==> config.mk <==
export PLATFORM = sky130hd
export DESIGN_NAME = date_list_text_parser
export DESIGN_NICKNAME = d
export VERILOG_FILES = /design/src/rtl/core/dlp_pkg.sv /design/src/rtl/core/dlp_front.sv /design/src/rtl/core/dlp_back.sv /design/src/rtl/core/dlp_res_queue.sv /design/src/rtl/core/date_list_text_parser.sv
export SDC_FILE = /design/constraint.sdc
export NUM_CORES = 1
export LEC_CHECK = 0
export ABC_AREA = 1
export BUFFER_PORTS_ARGS = -buffer_cell sky130_fd_sc_hd__buf_2
export CORE_ASPECT_RATIO = 0.9
export CORE_MARGIN = 2
export CORE_UTILIZATION = 45
export DETAILED_ROUTE_END_ITERATION = 10
export PLACE_DENSITY_LB_ADDON = 0.05
export SYNTH_ARGS = -nofsm -noshare
export SYNTH_HDL_FRONTEND = slang
export SYNTH_SLANG_ARGS = --single-unit
==> constraint.sdc <==
create_clock -name clk -period 13.5 [get_ports clk]
set_input_delay 2.7 -clock clk [delete_from_list [all_inputs] [get_ports clk]]
set_output_delay 2.7 -clock clk [all_outputs]
set_load 0.005 [all_outputs]
==> src/rtl/core/dlp_pkg.sv <==
package dlp_pkg;

  typedef struct packed {
    logic       func;
    logic [7:0] character;
  } in_item_t;

  typedef struct packed {
    logic        result_kind;
    logic [13:0] year;
    logic [3:0]  month;
    logic [4:0]  day;
    logic [1:0]  status;
  } out_item_t;

  typedef enum logic [2:0] {
    TK_DIGIT,
    TK_COMMA,
    TK_DASH,
    TK_OTHER,
    TK_END
  } tok_kind_t;

  typedef struct packed {
    tok_kind_t  kind;
    logic [3:0] digit;
  } tok_t;

  typedef enum logic [1:0] {
    PH_START,
    PH_LEAD,
    PH_SEG
  } phase_t;

  typedef enum logic [1:0] {
    ST_OK,
    ST_BAD,
    ST_EMPTY
  } status_t;

  // up to two results written by the parser in one cycle
  typedef struct packed {
    logic [1:0] cnt;
    out_item_t  item0;
    out_item_t  item1;
  } res_push_t;

  localparam logic RK_DATE   = 1'b0;
  localparam logic RK_STATUS = 1'b1;

  localparam logic [7:0] CH_COMMA = 8'h2C;
  localparam logic [7:0] CH_DASH  = 8'h2D;
  localparam logic [7:0] CH_ZERO  = 8'h30;
  localparam logic [7:0] CH_NINE  = 8'h39;

  localparam logic [2:0] LEAD_MAX = 3'd4;
  localparam logic [2:0] SEG_MAX  = 3'd2;

  localparam int TOKQ_AW    = 1;
  localparam int TOKQ_DEPTH = 1 << TOKQ_AW;
  localparam int RESQ_AW    = 2;
  localparam int RESQ_DEPTH = 1 << RESQ_AW;

  function automatic logic [4:0] month_len(input logic [3:0] m, input logic leap);
    logic [4:0] len;
    unique case (m)
      4'd2:                      len = leap ? 5'd29 : 5'd28;
      4'd4, 4'd6, 4'd9, 4'd11:   len = 5'd30;
      default:                   len = 5'd31;
    endcase
    return len;
  endfunction

endpackage

==> src/rtl/core/dlp_front.sv <==
module dlp_front (
  input  logic              clk,
  input  logic              rst_n,
  input  logic              in_push,
  output logic              in_full,
  input  dlp_pkg::in_item_t in_data,
  output dlp_pkg::tok_t     tok_head,
  output logic              tok_valid,
  input  logic              tok_pop
);
  import dlp_pkg::*;

  tok_t                 q_r [TOKQ_DEPTH];
  logic [TOKQ_AW-1:0]   wr_ptr_r, rd_ptr_r;
  logic [TOKQ_AW:0]     cnt_r, cnt_nxt;
  tok_t                 tok_in;
  logic                 push_ok;
  logic [7:0]           dig_off;

  assign dig_off = in_data.character - CH_ZERO;

  always_comb begin
    tok_in.digit = dig_off[3:0];
    if (in_data.func) begin
      tok_in.kind = TK_END;
    end else if (in_data.character >= CH_ZERO && in_data.character <= CH_NINE) begin
      tok_in.kind = TK_DIGIT;
    end else if (in_data.character == CH_COMMA) begin
      tok_in.kind = TK_COMMA;
    end else if (in_data.character == CH_DASH) begin
      tok_in.kind = TK_DASH;
    end else begin
      tok_in.kind = TK_OTHER;
    end
  end

  assign in_full   = (cnt_r == (TOKQ_AW+1)'(TOKQ_DEPTH));
  assign push_ok   = in_push && !in_full;
  assign tok_valid = (cnt_r != '0);
  assign tok_head  = q_r[rd_ptr_r];

  always_comb begin
    cnt_nxt = cnt_r;
    if (push_ok && !tok_pop) begin
      cnt_nxt = cnt_r + 1'b1;
    end else if (!push_ok && tok_pop) begin
      cnt_nxt = cnt_r - 1'b1;
    end
  end

  always_ff @(posedge clk) begin
    if (!rst_n) begin
      wr_ptr_r <= '0;
      rd_ptr_r <= '0;
      cnt_r    <= '0;
    end else begin
      if (push_ok) begin
        wr_ptr_r <= wr_ptr_r + 1'b1;
      end
      if (tok_pop) begin
        rd_ptr_r <= rd_ptr_r + 1'b1;
      end
      cnt_r <= cnt_nxt;
    end
  end

  always_ff @(posedge clk) begin
    if (push_ok) begin
      q_r[wr_ptr_r] <= tok_in;
    end
  end

  a_tokq_bound: assert property (@(posedge clk) disable iff (!rst_n)
    cnt_r <= (TOKQ_AW+1)'(TOKQ_DEPTH))
    else $error("token queue count out of range");

  a_tokq_pop: assert property (@(posedge clk) disable iff (!rst_n)
    tok_pop |-> tok_valid)
    else $error("token popped from empty queue");

endmodule

==> src/rtl/core/dlp_back.sv <==
module dlp_back (
  input  logic               clk,
  input  logic               rst_n,
  input  dlp_pkg::tok_t      tok_head,
  input  logic               tok_valid,
  output logic               tok_pop,
  input  logic               res_room,
  output dlp_pkg::res_push_t res_wr
);
  import dlp_pkg::*;

  phase_t      phase_r, phase_nxt;
  logic [2:0]  cnt_r, cnt_nxt;
  logic [13:0] acc_r, acc_nxt;
  logic [3:0]  digs_r [4];
  logic [3:0]  digs_nxt [4];
  logic [6:0]  fp_r, fp_nxt, sp_r, sp_nxt;
  logic [13:0] ey_r, ey_nxt, py_r, py_nxt;
  logic        el_r, el_nxt, pl_r, pl_nxt;
  logic [3:0]  pm_r, pm_nxt;
  logic [4:0]  pd_r, pd_nxt;
  logic        cp_r, cp_nxt, any_r, any_nxt, failed_r, failed_nxt;

  // closed-run and resolved-element values
  logic [13:0] acc_mul;
  logic [4:0]  lo_sum, hi_sum;
  logic        lead_leap;
  logic        run_ok;
  logic [6:0]  fp_c, sp_c;
  logic [13:0] ey_c;
  logic        el_c;
  logic [13:0] y_e;
  logic        lp_e;
  logic [6:0]  m_e, d_e, cm, cd;
  logic        elem_ok;
  out_item_t   date_item, stat_item;
  logic        is_dig;
  logic [2:0]  limit;

  assign tok_pop = tok_valid && res_room;
  assign is_dig  = (tok_head.kind == TK_DIGIT);
  assign limit   = (phase_r == PH_LEAD) ? LEAD_MAX : SEG_MAX;
  assign acc_mul = 14'({acc_r, 3'b000} + {acc_r, 1'b0} + {10'b0, tok_head.digit});

  // leap year from the four year digits: mod 4 of a two-digit number is (2*tens+ones) mod 4
  assign lo_sum    = {digs_r[1], 1'b0} + {1'b0, digs_r[0]};
  assign hi_sum    = {digs_r[3], 1'b0} + {1'b0, digs_r[2]};
  assign lead_leap = (lo_sum[1:0] == 2'b00) &&
                     ((digs_r[1] != 4'd0 || digs_r[0] != 4'd0) || hi_sum[1:0] == 2'b00);

  always_comb begin
    fp_c   = fp_r;
    sp_c   = sp_r;
    ey_c   = ey_r;
    el_c   = el_r;
    run_ok = 1'b0;
    if (phase_r == PH_LEAD) begin
      if (cnt_r == 3'd4 && acc_r != '0) begin
        ey_c   = acc_r;
        el_c   = lead_leap;
        run_ok = 1'b1;
      end else if (cnt_r == 3'd2 && acc_r != '0) begin
        ey_c   = py_r;
        el_c   = pl_r;
        fp_c   = acc_r[6:0];
        run_ok = 1'b1;
      end
    end else if (phase_r == PH_SEG) begin
      if (cnt_r == 3'd2 && acc_r != '0) begin
        if (fp_r == '0) begin
          fp_c = acc_r[6:0];
        end else begin
          sp_c = acc_r[6:0];
        end
        run_ok = 1'b1;
      end
    end
  end

  always_comb begin
    m_e = '0;
    d_e = '0;
    priority if (fp_c != '0 && sp_c != '0) begin
      m_e = fp_c;
      d_e = sp_c;
    end else if (fp_c != '0 && pd_r != '0) begin
      d_e = fp_c;
      m_e = {3'b000, pm_r};
    end else if (fp_c != '0) begin
      m_e = fp_c;
    end else begin
      m_e = '0;
      d_e = '0;
    end
    y_e  = ey_c;
    lp_e = el_c;
    if (y_e == '0) begin
      y_e  = py_r;
      lp_e = pl_r;
    end
    if (m_e == '0) begin
      m_e = {3'b000, pm_r};
    end
    if (d_e == '0) begin
      d_e = {2'b00, pd_r};
    end
    cm = (m_e == '0) ? 7'd1 : m_e;
    cd = (d_e == '0) ? 7'd1 : d_e;
    elem_ok = (y_e != '0) && (cm <= 7'd12) &&
              (cd <= {2'b00, month_len(cm[3:0], lp_e)});
  end

  always_comb begin
    date_item.result_kind = RK_DATE;
    date_item.year        = y_e;
    date_item.month       = m_e[3:0];
    date_item.day         = d_e[4:0];
    date_item.status      = ST_OK;
  end

  // next phase
  always_comb begin
    phase_nxt = phase_r;
    if (tok_pop) begin
      if (tok_head.kind == TK_END) begin
        phase_nxt = PH_START;
      end else if (!failed_r) begin
        unique case (phase_r)
          PH_START: begin
            if (is_dig) phase_nxt = PH_LEAD;
          end
          PH_LEAD, PH_SEG: begin
            if (!is_dig && run_ok) begin
              if (tok_head.kind == TK_COMMA && elem_ok) begin
                phase_nxt = PH_START;
              end else if (tok_head.kind == TK_DASH && sp_c == '0) begin
                phase_nxt = PH_SEG;
              end
            end
          end
          default: phase_nxt = PH_START;
        endcase
      end
    end
  end

  // datapath and results
  always_comb begin
    cnt_nxt    = cnt_r;
    acc_nxt    = acc_r;
    digs_nxt   = digs_r;
    fp_nxt     = fp_r;
    sp_nxt     = sp_r;
    ey_nxt     = ey_r;
    el_nxt     = el_r;
    py_nxt     = py_r;
    pl_nxt     = pl_r;
    pm_nxt     = pm_r;
    pd_nxt     = pd_r;
    cp_nxt     = cp_r;
    any_nxt    = any_r;
    failed_nxt = failed_r;

    stat_item.result_kind = RK_STATUS;
    stat_item.year        = '0;
    stat_item.month       = '0;
    stat_item.day         = '0;
    stat_item.status      = ST_BAD;

    res_wr.cnt   = 2'd0;
    res_wr.item0 = date_item;
    res_wr.item1 = stat_item;

    if (tok_pop) begin
      if (tok_head.kind == TK_END) begin
        priority if (failed_r) begin
          stat_item.status = ST_BAD;
        end else if (phase_r == PH_START) begin
          stat_item.status = cp_r ? ST_BAD : (any_r ? ST_OK : ST_EMPTY);
        end else if ((phase_r == PH_LEAD || phase_r == PH_SEG) && run_ok && elem_ok) begin
          stat_item.status = ST_OK;
        end else begin
          stat_item.status = ST_BAD;
        end
        if (!failed_r && (phase_r == PH_LEAD || phase_r == PH_SEG) && run_ok && elem_ok) begin
          res_wr.cnt   = 2'd2;
          res_wr.item0 = date_item;
          res_wr.item1 = stat_item;
        end else begin
          res_wr.cnt   = 2'd1;
          res_wr.item0 = stat_item;
        end
        // list done: back to power-up state, but the digit history is kept
        cnt_nxt    = '0;
        acc_nxt    = '0;
        fp_nxt     = '0;
        sp_nxt     = '0;
        ey_nxt     = '0;
        el_nxt     = 1'b0;
        py_nxt     = '0;
        pl_nxt     = 1'b0;
        pm_nxt     = '0;
        pd_nxt     = '0;
        cp_nxt     = 1'b0;
        any_nxt    = 1'b0;
        failed_nxt = 1'b0;
      end else if (!failed_r) begin
        unique case (phase_r)
          PH_START: begin
            if (is_dig) begin
              cnt_nxt     = 3'd1;
              acc_nxt     = {10'b0, tok_head.digit};
              digs_nxt[0] = tok_head.digit;
              digs_nxt[1] = '0;
              digs_nxt[2] = '0;
              digs_nxt[3] = '0;
              cp_nxt      = 1'b0;
              fp_nxt      = '0;
              sp_nxt      = '0;
              ey_nxt      = '0;
              el_nxt      = 1'b0;
            end else begin
              failed_nxt = 1'b1;
            end
          end
          PH_LEAD, PH_SEG: begin
            if (is_dig) begin
              if (cnt_r >= limit) begin
                failed_nxt = 1'b1;
              end else begin
                acc_nxt     = acc_mul;
                cnt_nxt     = cnt_r + 3'd1;
                digs_nxt[0] = tok_head.digit;
                digs_nxt[1] = digs_r[0];
                digs_nxt[2] = digs_r[1];
                digs_nxt[3] = digs_r[2];
              end
            end else if (!run_ok) begin
              failed_nxt = 1'b1;
            end else begin
              fp_nxt = fp_c;
              sp_nxt = sp_c;
              ey_nxt = ey_c;
              el_nxt = el_c;
              if (tok_head.kind == TK_COMMA) begin
                if (elem_ok) begin
                  res_wr.cnt   = 2'd1;
                  res_wr.item0 = date_item;
                  py_nxt       = y_e;
                  pl_nxt       = lp_e;
                  pm_nxt       = m_e[3:0];
                  pd_nxt       = d_e[4:0];
                  any_nxt      = 1'b1;
                  cp_nxt       = 1'b1;
                end else begin
                  failed_nxt = 1'b1;
                end
              end else if (tok_head.kind == TK_DASH && sp_c == '0) begin
                cnt_nxt = '0;
                acc_nxt = '0;
              end else begin
                failed_nxt = 1'b1;
              end
            end
          end
          default: failed_nxt = 1'b1;
        endcase
      end
    end
  end

  always_ff @(posedge clk) begin
    if (!rst_n) begin
      phase_r  <= PH_START;
      cnt_r    <= '0;
      acc_r    <= '0;
      digs_r   <= '{default: '0};
      fp_r     <= '0;
      sp_r     <= '0;
      ey_r     <= '0;
      el_r     <= 1'b0;
      py_r     <= '0;
      pl_r     <= 1'b0;
      pm_r     <= '0;
      pd_r     <= '0;
      cp_r     <= 1'b0;
      any_r    <= 1'b0;
      failed_r <= 1'b0;
    end else begin
      phase_r  <= phase_nxt;
      cnt_r    <= cnt_nxt;
      acc_r    <= acc_nxt;
      digs_r   <= digs_nxt;
      fp_r     <= fp_nxt;
      sp_r     <= sp_nxt;
      ey_r     <= ey_nxt;
      el_r     <= el_nxt;
      py_r     <= py_nxt;
      pl_r     <= pl_nxt;
      pm_r     <= pm_nxt;
      pd_r     <= pd_nxt;
      cp_r     <= cp_nxt;
      any_r    <= any_nxt;
      failed_r <= failed_nxt;
    end
  end

  a_two_ends_status: assert property (@(posedge clk) disable iff (!rst_n)
    (res_wr.cnt == 2'd2) |-> (res_wr.item0.result_kind == RK_DATE &&
                              res_wr.item1.result_kind == RK_STATUS &&
                              tok_head.kind == TK_END))
    else $error("double result write not a date plus status");

  a_failed_silent: assert property (@(posedge clk) disable iff (!rst_n)
    (failed_r && tok_pop && tok_head.kind != TK_END) |-> (res_wr.cnt == 2'd0))
    else $error("result written after failure");

endmodule

==> src/rtl/core/dlp_res_queue.sv <==
module dlp_res_queue (
  input  logic               clk,
  input  logic               rst_n,
  input  dlp_pkg::res_push_t res_wr,
  output logic               res_room,
  output logic               out_empty,
  input  logic               out_pop,
  output dlp_pkg::out_item_t out_data
);
  import dlp_pkg::*;

  out_item_t          q_r [RESQ_DEPTH];
  logic [RESQ_AW-1:0] wr_ptr_r, rd_ptr_r, wr_ptr1;
  logic [RESQ_AW:0]   cnt_r, cnt_nxt;
  logic               pop_ok;

  assign out_empty = (cnt_r == '0);
  assign pop_ok    = out_pop && !out_empty;
  assign out_data  = q_r[rd_ptr_r];
  // room for the worst case of two results in one transaction
  assign res_room  = (cnt_r <= (RESQ_AW+1)'(RESQ_DEPTH - 2));
  assign wr_ptr1   = wr_ptr_r + 1'b1;
  assign cnt_nxt   = cnt_r + (RESQ_AW+1)'(res_wr.cnt) - (RESQ_AW+1)'(pop_ok);

  always_ff @(posedge clk) begin
    if (!rst_n) begin
      wr_ptr_r <= '0;
      rd_ptr_r <= '0;
      cnt_r    <= '0;
    end else begin
      wr_ptr_r <= wr_ptr_r + RESQ_AW'(res_wr.cnt);
      if (pop_ok) begin
        rd_ptr_r <= rd_ptr_r + 1'b1;
      end
      cnt_r <= cnt_nxt;
    end
  end

  always_ff @(posedge clk) begin
    if (res_wr.cnt != 2'd0) begin
      q_r[wr_ptr_r] <= res_wr.item0;
    end
    if (res_wr.cnt == 2'd2) begin
      q_r[wr_ptr1] <= res_wr.item1;
    end
  end

  a_resq_bound: assert property (@(posedge clk) disable iff (!rst_n)
    cnt_r <= (RESQ_AW+1)'(RESQ_DEPTH))
    else $error("result queue overflow");

endmodule

==> src/rtl/core/date_list_text_parser.sv <==
// Path: an accepted transaction is written into the token queue, and the parser then writes
//   its results into the result queue, from which they can be popped.
// Throughput: one character or end transaction per cycle, set by the parser
//   handling one token per cycle; it stalls only when the result queue is near full.
// Reset: synchronous active-low rst_n empties both queues and returns the parser
//   to the start of a new list; no clearing pass.
module date_list_text_parser (
  input  logic               clk,
  input  logic               rst_n,
  input  logic               in_push,
  output logic               in_full,
  input  dlp_pkg::in_item_t  in_data,
  output logic               out_empty,
  input  logic               out_pop,
  output dlp_pkg::out_item_t out_data
);
  import dlp_pkg::*;

  tok_t      tok_head;
  logic      tok_valid;
  logic      tok_pop;
  logic      res_room;
  res_push_t res_wr;

  dlp_front u_front (
    .clk       (clk),
    .rst_n     (rst_n),
    .in_push   (in_push),
    .in_full   (in_full),
    .in_data   (in_data),
    .tok_head  (tok_head),
    .tok_valid (tok_valid),
    .tok_pop   (tok_pop)
  );

  dlp_back u_back (
    .clk       (clk),
    .rst_n     (rst_n),
    .tok_head  (tok_head),
    .tok_valid (tok_valid),
    .tok_pop   (tok_pop),
    .res_room  (res_room),
    .res_wr    (res_wr)
  );

  dlp_res_queue u_res_queue (
    .clk       (clk),
    .rst_n     (rst_n),
    .res_wr    (res_wr),
    .res_room  (res_room),
    .out_empty (out_empty),
    .out_pop   (out_pop),
    .out_data  (out_data)
  );

endmodule

==> results of run 1 <==
layer usage:
| layer | GRT usage, % | wire length, um | up-vias |
|---|---|---|---|
| met4 | 5.63 | 741 | 0 |
| met2 | 37.1 | 14600 | 292 |
| li1 | - | - | 5864 |
| met5 | 0 | 0 | - |
| met1 | 35.7 | 16600 | 5209 |
| met3 | 2.79 | 1780 | 48 |
layout make-up:
class | instances | area (um2)
Sequential cell | 218 | 4580
Clock inverter | 10 | 101
Timing Repair Buffer | 50 | 275
Tap cell | 354 | 443
Clock buffer | 34 | 689
Multi-Input combinational cell | 1303 | 6330
Fill cell | 2735 | 13600
Inverter | 243 | 912
worst reg2reg max path, delay by kind of cell, from the launching register on:
kind,cells,cell delay (ns)
simple gates,24,4.03
compound gates,1,0.08
flops,1,0.33
fa+ha+maj,4,0.96
xor+xnor,1,0.17
buf+inv,8,0.85
path summary, 6_finish.rpt:
check,from,to,slack [ns],depth (start not counted)
max,u_back.cnt_r[0],u_res_queue.cnt_r[2],6.96,38
min reg2reg,u_res_queue.q_r[2][25],u_res_queue.q_r[2][25],0.45,2
max reg2reg,u_back.cnt_r[0],u_res_queue.cnt_r[2],6.96,38
min,u_res_queue.q_r[2][25],u_res_queue.q_r[2][25],0.45,2
flip-flops by register name, summed over array words and instances (netlist names), 3 cells and up, named ones only:
name and count:
u_back.acc_r 14, u_back.cnt_r 3, u_back.digs_r 11, u_back.ey_r 14
u_back.fp_r 7, u_back.pd_r 5, u_back.pm_r 4, u_back.py_r 14
u_back.sp_r 7, u_front.q_r 14, u_res_queue.cnt_r 3, u_res_queue.q_r 104
through the flow:
step                util [%]  setup WS (ns)
floorplan                  -           8.67
global placement        46.6           7.33
detailed placement      46.6           7.06
CTS                     49.6           7.03
global route            49.6           6.26
finish                  49.6           6.96
cells in the mapped netlist (6+ instances only):
cell type / number
xor2_1: 9
nor2_2: 17
nand3_1: 73
nor3_1: 8
nand2_2: 9
nor2_1: 320
buf_6: 9
o21ai_1: 10
edfxtp_1: 22
ha_1: 38
nand2_1: 464
o22ai_1: 6
clkbuf_1: 36
a21oi_1: 127
nand4_1: 45
o21ai_0: 87
inv_1: 225
nand3_2: 7
dfxtp_1: 196
inv_2: 13
buf_2: 27
a22oi_1: 26
a31oi_1: 6
or2_2: 7
power by group:
part           switching, uW  internal, uW
Sequential              63.4           741
Combinational            611           279
Clock                    271           394
cell families after synthesis:
| group | count (synthesis) | synth area share, % |
|---|---|---|
| AOI/OAI and AO/OA | 283 | 12.9 |
| xor gates and xnor gates | 12 | 0.860 |
| adders and majority gates | 41 | 4.38 |
| buffers and inverters | 324 | 10.9 |
| DFF | 218 | 37.5 |
| muxes | 1 | 0.0819 |
| and+or+nand+nor | 966 | 33.4 |
==> impl_metrics.env, run 1 <==
export IMPL_final_area_mm2=0.0133
export IMPL_fin_hold_ws_ns=0.446
export IMPL_antenna_found_initial=0
export IMPL_worstPathArrival_ns=6.92
export IMPL_synth_nets=1899
export IMPL_area_growth_pct=9.02
export IMPL_start_util_pct=45.5
export IMPL_ys_seq_area_share_pct=37.5
export IMPL_fin_skew_ns=0.0168
export IMPL_synth_cells=1845
export IMPL_drv_slew=0
export IMPL_power_density_mw_per_mm2=177
export IMPL_critPathBufInv=8
export IMPL_final_cells=2212
export IMPL_num_io_pins=41
export IMPL_final_nets=1895
export IMPL_syn_area_per_cell_um2=6.63
export IMPL_worst_setup_path_type="register to register"
export IMPL_insertion_delay_ns=0.53
export IMPL_cts_clk_slew_worst_paths_ns=0.06
export IMPL_cts_root_buf="clkbuf_16"
export IMPL_clockBufferDepth=3
export IMPL_drt_iter0_markers=855
export IMPL_yosysWarnings=0
export IMPL_place_gp_congestion=0.860
export IMPL_finalCritPeriodShare_pct=48.4
export IMPL_grt_max_degree=78
export IMPL_path_delay_family="simple AND/OR/NAND/NOR gates"
export IMPL_ant_nets=0
export IMPL_h_tree_depth=1
export IMPL_ir_drop_mv=0.0946
export IMPL_period_needed_ns=6.54
export IMPL_vias_per_cell=5.16
export IMPL_status="complete, no violations"
export IMPL_hpwl_um=23100
export IMPL_diodes=0
export IMPL_grt_pass1_wl_um=55300
export IMPL_grt_setup_unrepaired="false"
export IMPL_cts_sinks=218
export IMPL_cts_tree="yes"
export IMPL_numPortBuffers=40
export IMPL_grt_overflow=0
export IMPL_ys_types=55
export IMPL_hold_viol=0
export IMPL_ys_flop_type="dfxtp_1"
export IMPL_finalSetupTns_ns=0
export IMPL_yosysTopAreaCellShare_pct=32.1
export IMPL_core_mm2=0.0269
export IMPL_vias=11400
export IMPL_layout_common_cells="nand2_1 (464), nor2_1 (319), inv_1 (225)"
export IMPL_crit_top_cell="nand2_1"
export IMPL_max_freq_mhz=153
export IMPL_relSlewSlack_pct=32.0
export IMPL_syn_area_mm2=0.0122
export IMPL_grt_pass1_vias=10500
export IMPL_cts_resized=0
export IMPL_worst_setup_path_start_kind="register"
export IMPL_worstMarginPinSlew_ns=1.02
export IMPL_cts_hold_buf=0
export IMPL_final_common_cell="nand2_1"
export IMPL_drc=0
export IMPL_maxCapViolations=0
export IMPL_worstSetupEndpointType="register"
export IMPL_dieArea_mm2=0.0285
export IMPL_cts_buffers=25
export IMPL_netlist_top_cells_area="dfxtp_1 (32%), nand2_1 (14%), nor2_1 (9.8%)"
export IMPL_crit_fanout=16
export IMPL_wl_per_cell_um=15.3
export IMPL_num_rows=57
export IMPL_synth_async_reset_ratio_pct=0
export IMPL_place_area_mm2=0.0125
export IMPL_post_cts_buffers=0
export IMPL_grt_use_total_pct=24.0
export IMPL_p_leak_uw=0.00705
export IMPL_critPathMaxStageDelay_ns=0.54
export IMPL_chipWidth_um=178
export IMPL_drive_above_1_share_pct=8.40
export IMPL_setup_viol=0
export IMPL_drt_total_wl_um=33800
export IMPL_yosysTopAreaCell="dfxtp_1"
export IMPL_yosys_register_bits=218
export IMPL_post_place_cells=2168
export IMPL_cp_data_required_time_ns=13.88
export IMPL_power_uw=2360
export IMPL_drt_pass1_iterations=5
export IMPL_synth_edff_count=22
export IMPL_die_h_um=160
export IMPL_min_path_type="register to register"
export IMPL_critPathSlowestCell="nor2_1"
Note: power is estimated with default switching activity, not from simulation.
==> inputs of run 2 (changes only) <==
==> constraint.sdc (replaced) <==
create_clock -name clk -period 6.5 [get_ports clk]
set_input_delay 1.3 -clock clk [delete_from_list [all_inputs] [get_ports clk]]
set_output_delay 1.3 -clock clk [all_outputs]
set_load 0.005 [all_outputs]
==> run 2 against run 1 <==
Effect of this change:
- clock power is 120% higher
- clock skew is 0.0022 ns lower
- critical path depth is the same
- largest power group unchanged
- register-to-register slack got worse by 6.1 ns
- sequential cell count unchanged
- wire length increased by 0.50%
- global-route usage up 0.31 points
- design area grew 0.99%
- highest routed layer unchanged
- combinational power grew 110%
==> impl_metrics.env, run 2 (synthesis results as in run 1) <==
export IMPL_status="complete, no violations"
export IMPL_antenna_found_initial=0
export IMPL_swShare_pct=39.6
export IMPL_max_freq_mhz=178
export IMPL_grt_overflow=0
export IMPL_worst_setup_path_start_kind="register"
export IMPL_path_delay_family="simple AND/OR/NAND/NOR gates"
export IMPL_min_path_type="register to register"
export IMPL_dieArea_mm2=0.0285
export IMPL_area_growth_pct=10.1
export IMPL_wl_per_cell_um=15.3
export IMPL_drive_above_1_share_pct=9.10
export IMPL_worstPathArrival_ns=6.01
export IMPL_critPathMaxStageDelay_ns=0.51
export IMPL_critPathBufInv=6
export IMPL_hpwl_um=23500
export IMPL_rr_startpoint="u_back.acc_r[1]"
export IMPL_ant_nets=0
export IMPL_relSlewSlack_pct=31.1
export IMPL_fin_skew_ns=0.0147
export IMPL_seq_power_share_pct=33.6
export IMPL_crit_fanout=18
export IMPL_p_leak_uw=0.00712
export IMPL_place_gp_congestion=0.905
export IMPL_maxCapViolations=0
export IMPL_ir_drop_mv=0.253
export IMPL_core_mm2=0.0269
export IMPL_vias_per_cell=5.12
export IMPL_grt_pass1_vias=10700
export IMPL_p_switching_uw=1960
export IMPL_drt_pass1_iterations=8
export IMPL_drv_slew=0
export IMPL_power_frac_comb_pct=37.2
export IMPL_insertion_delay_ns=0.53
export IMPL_drt_iter0_markers=843
export IMPL_worstSetupEndpointType="register"
export IMPL_power_uw=4960
export IMPL_post_cts_buffers=0
export IMPL_period_needed_ns=5.63
export IMPL_largest_register="u_res_queue.q_r"
export IMPL_power_density_mw_per_mm2=368
export IMPL_grt_setup_unrepaired="false"
export IMPL_clockBufferDepth=3
export IMPL_finalCritPeriodShare_pct=86.6
export IMPL_num_rows=57
export IMPL_crit_top_cell="nand2_1"
export IMPL_vias=11400
export IMPL_start_util_pct=45.5
export IMPL_cts_buffers=26
export IMPL_cp_data_required_time_ns=6.89
export IMPL_startpoint="u_back.acc_r[1]"
export IMPL_chipWidth_um=178
export IMPL_grt_use_total_pct=24.3
export IMPL_h_tree_depth=1
export IMPL_hold_start="u_res_queue.q_r[2][25]"
export IMPL_numPortBuffers=40
export IMPL_cts_clk_slew_worst_paths_ns=0.06
export IMPL_die_h_um=160
export IMPL_critPathSlowestCell="dfxtp_1"
export IMPL_worst_setup_path_type="register to register"
export IMPL_fin_hold_ws_ns=0.448
export IMPL_drc=0
export IMPL_cts_sinks=218
export IMPL_internal_power_uw=2990
export IMPL_largest_reg_flops=104
export IMPL_diodes=0
export IMPL_grt_max_degree=59
export IMPL_worstMarginPinSlew_ns=1.03
export IMPL_final_common_cell="nand2_1"
export IMPL_cts_tree="yes"
export IMPL_hold_viol=0
export IMPL_num_io_pins=41
export IMPL_finalSetupTns_ns=0
export IMPL_setup_viol=0
export IMPL_grt_pass1_wl_um=56000
export IMPL_final_nets=1903
export IMPL_cts_root_buf="clkbuf_16"
export IMPL_p_clk_share_pct=29.2
export IMPL_drt_total_wl_um=33900
export IMPL_layout_common_cells="nand2_1 (463), nor2_1 (318), inv_1 (225)"
[run 2: cell types whose count changed in the layout (fill, tap and decap cells not counted), moves of 2 or more]
cell / previous run / this run
buf_4: 10 / 17
clkbuf_1: 6 / 4
clkbuf_16: 25 / 27
clkinv_2: 5 / 7
nor2_4: 3 / 5
[run 2: cell type report]
class                   instances  area (um2)
fillers                      2785       13400
clock buffers                  34         732
flip-flops and latches        218        4580
repair buffers                 57         328
clock inverters                14         123
inverters                     243         912
well taps                     354         443
multi-input cells            1303        6340
[run 2: worst paths after layout]
kind | endpoint | depth (start not counted) | slack [ns]
worst max-delay path | u_res_queue.cnt_r[2] | 38 | 0.87
worst max register to register | u_res_queue.cnt_r[2] | 38 | 0.87
worst min-delay path | u_res_queue.q_r[2][25] | 2 | 0.45
worst min register to register | u_res_queue.q_r[2][25] | 2 | 0.45
[run 2: worst min-delay path, cell delays in order, from the launching register on]
cell	delay [ns]
dfxtp_1	0.31
nand2_1	0.06
nand2_1	0.04
[run 2: stage by stage]
step | worst slack [ns] | instances | util [%] | area (um2)
after floorplan | 1.67 | 1845 | - | 12200
after global placement | 0.717 | 2175 | 46.8 | 12600
after detailed placement | 0.559 | 2175 | 46.8 | 12600
after CTS | 0.512 | 2223 | 50.0 | 13400
after global routing | 0.150 | 2223 | 50.1 | 13500
final | 0.873 | 2223 | 50.1 | 13500
[run 2: repair_timing]
action | CTS | global route
gates resized for setup | 0 | 4
setup endpoints to repair | 0 | 46
hold buffers | 0 | 0
[run 2: power groups by stage]
| stage | logic, uW | clock network, uW | registers, uW |
|---|---|---|---|
| after floorplan | 1360 | 0 | 1650 |
| after global placement | 1830 | 0 | 1680 |
| after detailed placement | 1830 | 0 | 1690 |
| after CTS | 1840 | 1480 | 1660 |
| after global routing | 2110 | 1540 | 1690 |
| final | 1850 | 1450 | 1660 |
[run 2: layer usage]
metal | wire length [um] | global-route usage [%]
met5 | 0 | 0
met3 | 2090 | 3.65
met1 | 16400 | 35.4
met4 | 634 | 4.88
met2 | 14800 | 38.1
